--- src/hdl/rse_pkg.sv ---
// shared constants, codes and helpers for the rpn stack evaluator
// no dependencies; imported by rse_alu, rpn_stack_evaluator, rse_checker and tb
package rse_pkg;

  // stack geometry
  localparam int STACK_DEPTH = 64;
  localparam int ADDR_W      = $clog2(STACK_DEPTH);
  localparam int CNT_W       = $clog2(STACK_DEPTH + 1);

  // field widths
  localparam int DATA_W      = 32;
  localparam int SYM_W       = 2;
  localparam int STATUS_W    = 3;
  localparam int DEPTH_W     = 7;
  localparam int MIN_OPERANDS = 2;

  // stream widths, padded to whole bytes
  localparam int S_TDATA_W = ((DATA_W + SYM_W + 7) / 8) * 8;
  localparam int M_TDATA_W = ((DATA_W + DEPTH_W + 7) / 8) * 8;

  // token kinds
  localparam logic CMD_PUSH   = 1'b0;
  localparam logic CMD_SYMBOL = 1'b1;

  // symbol codes
  typedef enum logic [SYM_W-1:0] {
    SYM_ADD   = 2'd0,
    SYM_SUB   = 2'd1,
    SYM_MUL   = 2'd2,
    SYM_OTHER = 2'd3
  } sym_t;

  // result status codes
  typedef enum logic [STATUS_W-1:0] {
    ST_OK        = 3'd0,
    ST_UNDERFLOW = 3'd1,
    ST_UNKNOWN   = 3'd2,
    ST_OVERFLOW  = 3'd3,
    ST_HALTED    = 3'd4
  } status_t;

  // entry count reported on the fixed-width depth field
  function automatic logic [DEPTH_W-1:0] to_depth(input logic [CNT_W-1:0] cnt);
    logic [CNT_W+DEPTH_W-1:0] wide;
    wide = {{DEPTH_W{1'b0}}, cnt};
    return wide[DEPTH_W-1:0];
  endfunction

endpackage

--- src/hdl/rse_ram.sv ---
// generic single-write, single-read synchronous ram with registered read
// no dependencies
module rse_ram #(
  parameter int WIDTH = 32,
  parameter int DEPTH = 64
) (
  input  logic                     clk,
  input  logic                     we,
  input  logic [$clog2(DEPTH)-1:0] waddr,
  input  logic [WIDTH-1:0]         wdata,
  input  logic [$clog2(DEPTH)-1:0] raddr,
  output logic [WIDTH-1:0]         rdata
);

  logic [WIDTH-1:0] mem [DEPTH];

  // write port and registered read port
  always_ff @(posedge clk) begin
    if (we) begin
      mem[waddr] <= wdata;
    end
    rdata <= mem[raddr];
  end

endmodule

--- src/hdl/rse_alu.sv ---
// two-operand integer unit: add, subtract, multiply, all wrapping to 32 bits
// depends on rse_pkg
module rse_alu import rse_pkg::*; (
  input  sym_t              op,
  input  logic [DATA_W-1:0] a,
  input  logic [DATA_W-1:0] b,
  output logic [DATA_W-1:0] res
);

  logic [DATA_W-1:0] prod;

  // low half of the product is all that is kept
  assign prod = a * b;

  always_comb begin
    case (op)
      SYM_ADD: res = a + b;
      SYM_SUB: res = a - b;
      SYM_MUL: res = prod;
      default: res = prod;
    endcase
  end

endmodule

--- src/hdl/rpn_stack_evaluator.sv ---
// rpn stack evaluator: one token per beat on a 32-bit operand stack
// timing: push, error and ignored tokens give their result in the cycle after the beat;
//   an operator gives its result from S_EXEC, once the second operand is read from the ram
// throughput: one push per cycle unless the output stalls; no token is taken in S_EXEC (ram read)
// reset clears the entry count, the halt flag and the output valid flag;
//   stack ram contents are left as they are, no clearing pass
module rpn_stack_evaluator import rse_pkg::*; (
  input  logic                 clk,
  input  logic                 rst,
  input  logic                 s_axis_tvalid,
  output logic                 s_axis_tready,
  input  logic [S_TDATA_W-1:0] s_axis_tdata,  // value[31:0], symbol_code[33:32], zero pad
  input  logic                 s_axis_tuser,  // cmd
  output logic                 m_axis_tvalid,
  input  logic                 m_axis_tready,
  output logic [M_TDATA_W-1:0] m_axis_tdata,  // top_value[31:0], depth[38:32], zero pad
  output logic [STATUS_W-1:0]  m_axis_tuser   // status[2:0]
);

  typedef enum logic [1:0] {
    S_IDLE = 2'b01,
    S_EXEC = 2'b10
  } state_t;

  state_t            state;
  logic [CNT_W-1:0]  count;
  logic              halted;
  logic [DATA_W-1:0] top_reg;
  sym_t              op_reg;

  logic              out_valid;
  status_t           out_status;
  logic [DATA_W-1:0] out_top;
  logic [DEPTH_W-1:0] out_depth;

  logic              accept;
  logic              cmd_in;
  logic [DATA_W-1:0] value_in;
  sym_t              sym_in;
  logic [CNT_W-1:0]  cnt_m1;
  logic [CNT_W-1:0]  cnt_m2;
  logic [CNT_W-1:0]  cnt_p1;
  logic [DATA_W-1:0] cur_top;
  logic              full;
  logic              ram_we;
  logic [DATA_W-1:0] second;
  logic [DATA_W-1:0] alu_res;

  // input beat fields
  assign cmd_in   = s_axis_tuser;
  assign value_in = s_axis_tdata[DATA_W-1:0];
  assign sym_in   = sym_t'(s_axis_tdata[DATA_W+SYM_W-1:DATA_W]);

  // take a beat only when idle and the output slot is free or draining
  assign s_axis_tready = (state == S_IDLE) && (!out_valid || m_axis_tready);
  assign accept        = s_axis_tvalid && s_axis_tready;

  assign cnt_m1  = count - CNT_W'(1);
  assign cnt_m2  = count - CNT_W'(2);
  assign cnt_p1  = count + CNT_W'(1);
  assign full    = (count == CNT_W'(STACK_DEPTH));
  assign cur_top = (count == '0) ? '0 : top_reg;

  // a push spills the cached top into the ram below the new top
  assign ram_we = accept && !halted && (cmd_in == CMD_PUSH) && !full && (count != '0);

  rse_ram #(
    .WIDTH (DATA_W),
    .DEPTH (STACK_DEPTH)
  ) u_stack_ram (
    .clk   (clk),
    .we    (ram_we),
    .waddr (cnt_m1[ADDR_W-1:0]),
    .wdata (top_reg),
    .raddr (cnt_m2[ADDR_W-1:0]),
    .rdata (second)
  );

  rse_alu u_alu (
    .op  (op_reg),
    .a   (second),
    .b   (top_reg),
    .res (alu_res)
  );

  // token sequencer and result register
  always_ff @(posedge clk) begin
    if (rst) begin
      state     <= S_IDLE;
      count     <= '0;
      halted    <= 1'b0;
      out_valid <= 1'b0;
    end else begin
      case (state)
        S_IDLE: begin
          if (accept) begin
            if (halted) begin
              out_valid  <= 1'b1;
              out_status <= ST_HALTED;
              out_top    <= cur_top;
              out_depth  <= to_depth(count);
            end else if (cmd_in == CMD_PUSH) begin
              out_valid <= 1'b1;
              if (full) begin
                out_status <= ST_OVERFLOW;
                halted     <= 1'b1;
                out_top    <= cur_top;
                out_depth  <= to_depth(count);
              end else begin
                out_status <= ST_OK;
                top_reg    <= value_in;
                count      <= cnt_p1;
                out_top    <= value_in;
                out_depth  <= to_depth(cnt_p1);
              end
            end else if (sym_in == SYM_OTHER) begin
              out_valid  <= 1'b1;
              out_status <= ST_UNKNOWN;
              halted     <= 1'b1;
              out_top    <= cur_top;
              out_depth  <= to_depth(count);
            end else if (count < CNT_W'(MIN_OPERANDS)) begin
              out_valid  <= 1'b1;
              out_status <= ST_UNDERFLOW;
              halted     <= 1'b1;
              out_top    <= cur_top;
              out_depth  <= to_depth(count);
            end else begin
              // wait in S_EXEC for the second entry from the ram
              out_valid <= 1'b0;
              op_reg    <= sym_in;
              state     <= S_EXEC;
            end
          end else if (out_valid && m_axis_tready) begin
            out_valid <= 1'b0;
          end
        end
        S_EXEC: begin
          top_reg    <= alu_res;
          count      <= cnt_m1;
          out_valid  <= 1'b1;
          out_status <= ST_OK;
          out_top    <= alu_res;
          out_depth  <= to_depth(cnt_m1);
          state      <= S_IDLE;
        end
        default: begin
          state <= S_IDLE;
        end
      endcase
    end
  end

  // output beat
  assign m_axis_tvalid = out_valid;
  assign m_axis_tuser  = out_status;
  assign m_axis_tdata  = {{(M_TDATA_W - DATA_W - DEPTH_W){1'b0}}, out_depth, out_top};

endmodule

--- config.mk ---
export PLATFORM = sky130hd
export DESIGN_NAME = rpn_stack_evaluator
export DESIGN_NICKNAME = d
export VERILOG_FILES = /design/src/hdl/rse_pkg.sv /design/src/hdl/rse_ram.sv /design/src/hdl/rse_alu.sv /design/src/hdl/rpn_stack_evaluator.sv
export SDC_FILE = /design/constraint.sdc
export NUM_CORES = 2
export LEC_CHECK = 0
export BUFFER_PORTS_ARGS = -buffer_cell sky130_fd_sc_hd__buf_2
export CAP_MARGIN = 20
export CORE_MARGIN = 2
export CORE_UTILIZATION = 46
export CTS_BUF_LIST = sky130_fd_sc_hd__clkbuf_2 sky130_fd_sc_hd__clkbuf_4 sky130_fd_sc_hd__clkbuf_8
export CTS_CLUSTER_SIZE = 28
export DETAILED_ROUTE_END_ITERATION = 10
export GPL_ROUTABILITY_DRIVEN = 0
export SYNTH_ARGS = -nofsm -noshare
export SYNTH_HDL_FRONTEND = slang
export SYNTH_HIERARCHICAL = 1
export SYNTH_SLANG_ARGS = --single-unit
--- constraint.sdc ---
create_clock -name clk -period 12.4 [get_ports clk]
set_input_delay 1.86 -clock clk [delete_from_list [all_inputs] [get_ports clk]]
set_output_delay 1.86 -clock clk [all_outputs]
set_load 0.02 [all_outputs]
==> impl_metrics.csv <==
group,metric,value,unit
sta,fmax,113,MHz
routing,drt-met1-wl,115,mm
flow_run,drv_cap,0,
setup_path,critPathSlowestCell,"buf_4",
setup_path,crit_family,"adder cells",
run_status,status,"complete, no violations",
setup_path,cp_slowest_stage_delay,590,ps
synthesis,synth_top_area_share,63.0,%
sta,maxSlewViolCount,0,
cts,hold_buffers,0,
floorplan,rows,172,
setup_path,rrSetupSlack,3510,ps
setup_path,r2r_cells,28,
global_route,grt_use_total,24.7,%
finish,layout.nets,6718,
sta,hold_ws,500,ps
setup_path,cp-startpoint,"top_reg[10]",
global_route,antenna_found_initial,7,
finish,drive_above_1_share,23.5,%
setup_path,cp-endpoint,"out_top[25]",
cts,root_buffer,"clkbuf_8",
routing,dr.max_layer_used,"met4",
routing,drt-total-wl,274,mm
sta,relSlewSlack,22.3,%
cts,cts_resized,0,
sta,hold_viol,0,
synthesis,syn-cell-area,0.101,mm2
sta,fin_crit,8890,ps
sta,rsz0062_at_grt,"false",
global_route,overflow,0,
synthesis,synthMostInstantiatedCell,"edfxtp_1",
finish,largest_reg_flops,2048,
setup_path,critical_path_class,"reg -> reg",
synthesis,syn_area_per_cell,17.5,um2
setup_path,crit_required,13190,ps
routing,vias,55200,
floorplan,core_area,0.219,mm2
routing,first_pass_iters,6,
floorplan,fp.dieArea,0.224,mm2
cts,htreeDepth,5,
cts,clockBufferDepth,4,
floorplan,die_x,473,um
routing,wl_met2,129,mm
cts,clk_pin_slew,70,ps
synthesis,synthTopCellsByCount,"edfxtp_1, mux4_2, fa_1",
floorplan,io_pins,90,
synthesis,ys_seq_elements,2167,
cts,post_cts_buffers,0,
synthesis,synthTopCellsByArea,"edfxtp_1, mux4_2, fa_1, and2_1, ha_1",
global_route,grt_pass1_vias,56800,
sta,finClkSkew,96.9,ps
place,dp_hpwl,160,mm
synthesis,synth_seq_area_share,63.9,%
routing,drt_iter0_drc,5886,
sta,setup_viol,0,
global_route,grt_pass1_wl,395,mm
finish,top_register,"u_stack_ram/mem",
routing,drtAntennaViolNets,0,
synthesis,synth_top_cell_by_area,"edfxtp_1",
global_route,grt_max_degree,85,
finish,syn_to_final_growth,11.0,%
routing,wl_met3,20.7,mm
setup_path,regToRegEndpoint,"out_top[25]",
place,io_buffers,82,
floorplan,dieHeight,473,um
synthesis,synth-async-reset-ratio,0,%
sta,tightest_slew,1160,ps
synthesis,synth_fp_nets,6409,
synthesis,synth_edf_count,2124,
setup_path,cp_num_cells,28,
setup_path,crit_buf_inv,7,
cts,cts_sinks,2167,
setup_path,worstReg2RegStart,"top_reg[10]",
synthesis,syn_inst,5793,
setup_path,cp-end-kind,"register",
routing,vias_per_cell,5.97,
cts,cts_tree,"yes",
sta,finalSetupTns,0,ps
cts,numCtsBuffers,355,
hold_path,worstHoldPathType,"reg -> reg",
routing,drc,0,
setup_path,worst_path_most_repeated_cell,"fa_1",
setup_path,start_kind,"register",
cts,insertion_delay,1110,ps
floorplan,initial_utilization,46.2,%
synthesis,synth-main-ff-cell,"edfxtp_1",
setup_path,cp.arrival,9680,ps
synthesis,yosysWarningCount,6,
sta,timing.final.crit_share,71.7,%
synthesis,synth_cell_types,93,
routing,routedWlPerCell,29.7,um
setup_path,cp_max_fo,51,
-- final cells by class --
class | count | area (um2)
inverter | 406 | 1540
tap | 2871 | 3590
multi-input combinational | 2897 | 34100
fill | 17700 | 107000
antenna | 14 | 35.0
timing repair buffer | 275 | 1940
clock buffer | 462 | 5760
clock inverter | 149 | 777
sequential | 2167 | 64600
-- metal layers --
metal	up-vias	track usage [%]
met3	392	4.28
met5	-	0
li1	22700	-
met1	29800	34.8
met2	2305	38.9
met4	0	8.78
-- tightest hold or removal path, delay by kind of cell, from the launching register on --
family                 cells  cell delay (ps)
AO/OA/AOI/OAI              1               60
buffers and inverters      1               70
flip-flops                 1              320
-- cell families after synthesis --
| group | synth area share, % |
|---|---|
| flip-flops | 63.9 |
| AND/OR/NAND/NOR | 5.08 |
| buffers and inverters | 3.00 |
| multiplexers | 13.1 |
| adder cells (fa/ha/maj) | 10.1 |
| AO/OA/AOI/OAI | 3.55 |
| XOR/XNOR | 1.30 |
| other | 0.00371 |
-- placed cells by master, fill, tap and decap left out, types with 32 or more instances in the layout --
| cell type | n |
|---|---|
| xnor2_1 | 97 |
| nor2_1 | 120 |
| clkinv_1 | 97 |
| mux2i_1 | 45 |
| o21ai_0 | 77 |
| clkinv_2 | 40 |
| nand2_1 | 313 |
| mux4_2 | 550 |
| edfxtp_1 | 2124 |
| clkbuf_8 | 367 |
| inv_1 | 403 |
| a21o_1 | 48 |
| dfxtp_1 | 41 |
| a221o_1 | 32 |
| clkbuf_4 | 95 |
| buf_2 | 82 |
| fa_1 | 409 |
| buf_4 | 188 |
| xor2_1 | 51 |
| nor2_4 | 56 |
| ha_1 | 161 |
| and2_1 | 344 |
| o221ai_1 | 32 |
| a21oi_1 | 130 |
| o22ai_1 | 101 |
| mux2_2 | 37 |
-- stage by stage --
| stage | instance area [um2] | instances | worst slack (ps) | utilization [%] |
|---|---|---|---|---|
| after floorplan | 101000 | 5793 | 4060 | - |
| after global placement | 106000 | 8611 | 3580 | 48.2 |
| after detailed placement | 106000 | 8612 | 3550 | 48.2 |
| after CTS | 112000 | 9223 | 3500 | 51.2 |
| after global routing | 112000 | 9228 | 3020 | 51.2 |
| final | 112000 | 9241 | 3510 | 51.2 |
-- how the worst min path moves through the flow --
| stage | startpoint | endpoint | cells after the start |
|---|---|---|---|
| 2_1_floorplan | state[1] | state[1] | 2 |
| 6_report | state[1] | state[1] | 2 |
| 3_3_place_gp | state[1] | state[1] | 2 |
| 4_1_cts | state[1] | state[1] | 2 |
| 5_1_grt | state[1] | state[1] | 2 |
| 3_5_place_dp | state[0] | state[0] | 1 |
Power is not shown: default switching activity piles up to over one toggle a cycle in this logic, so the estimate is an artifact.
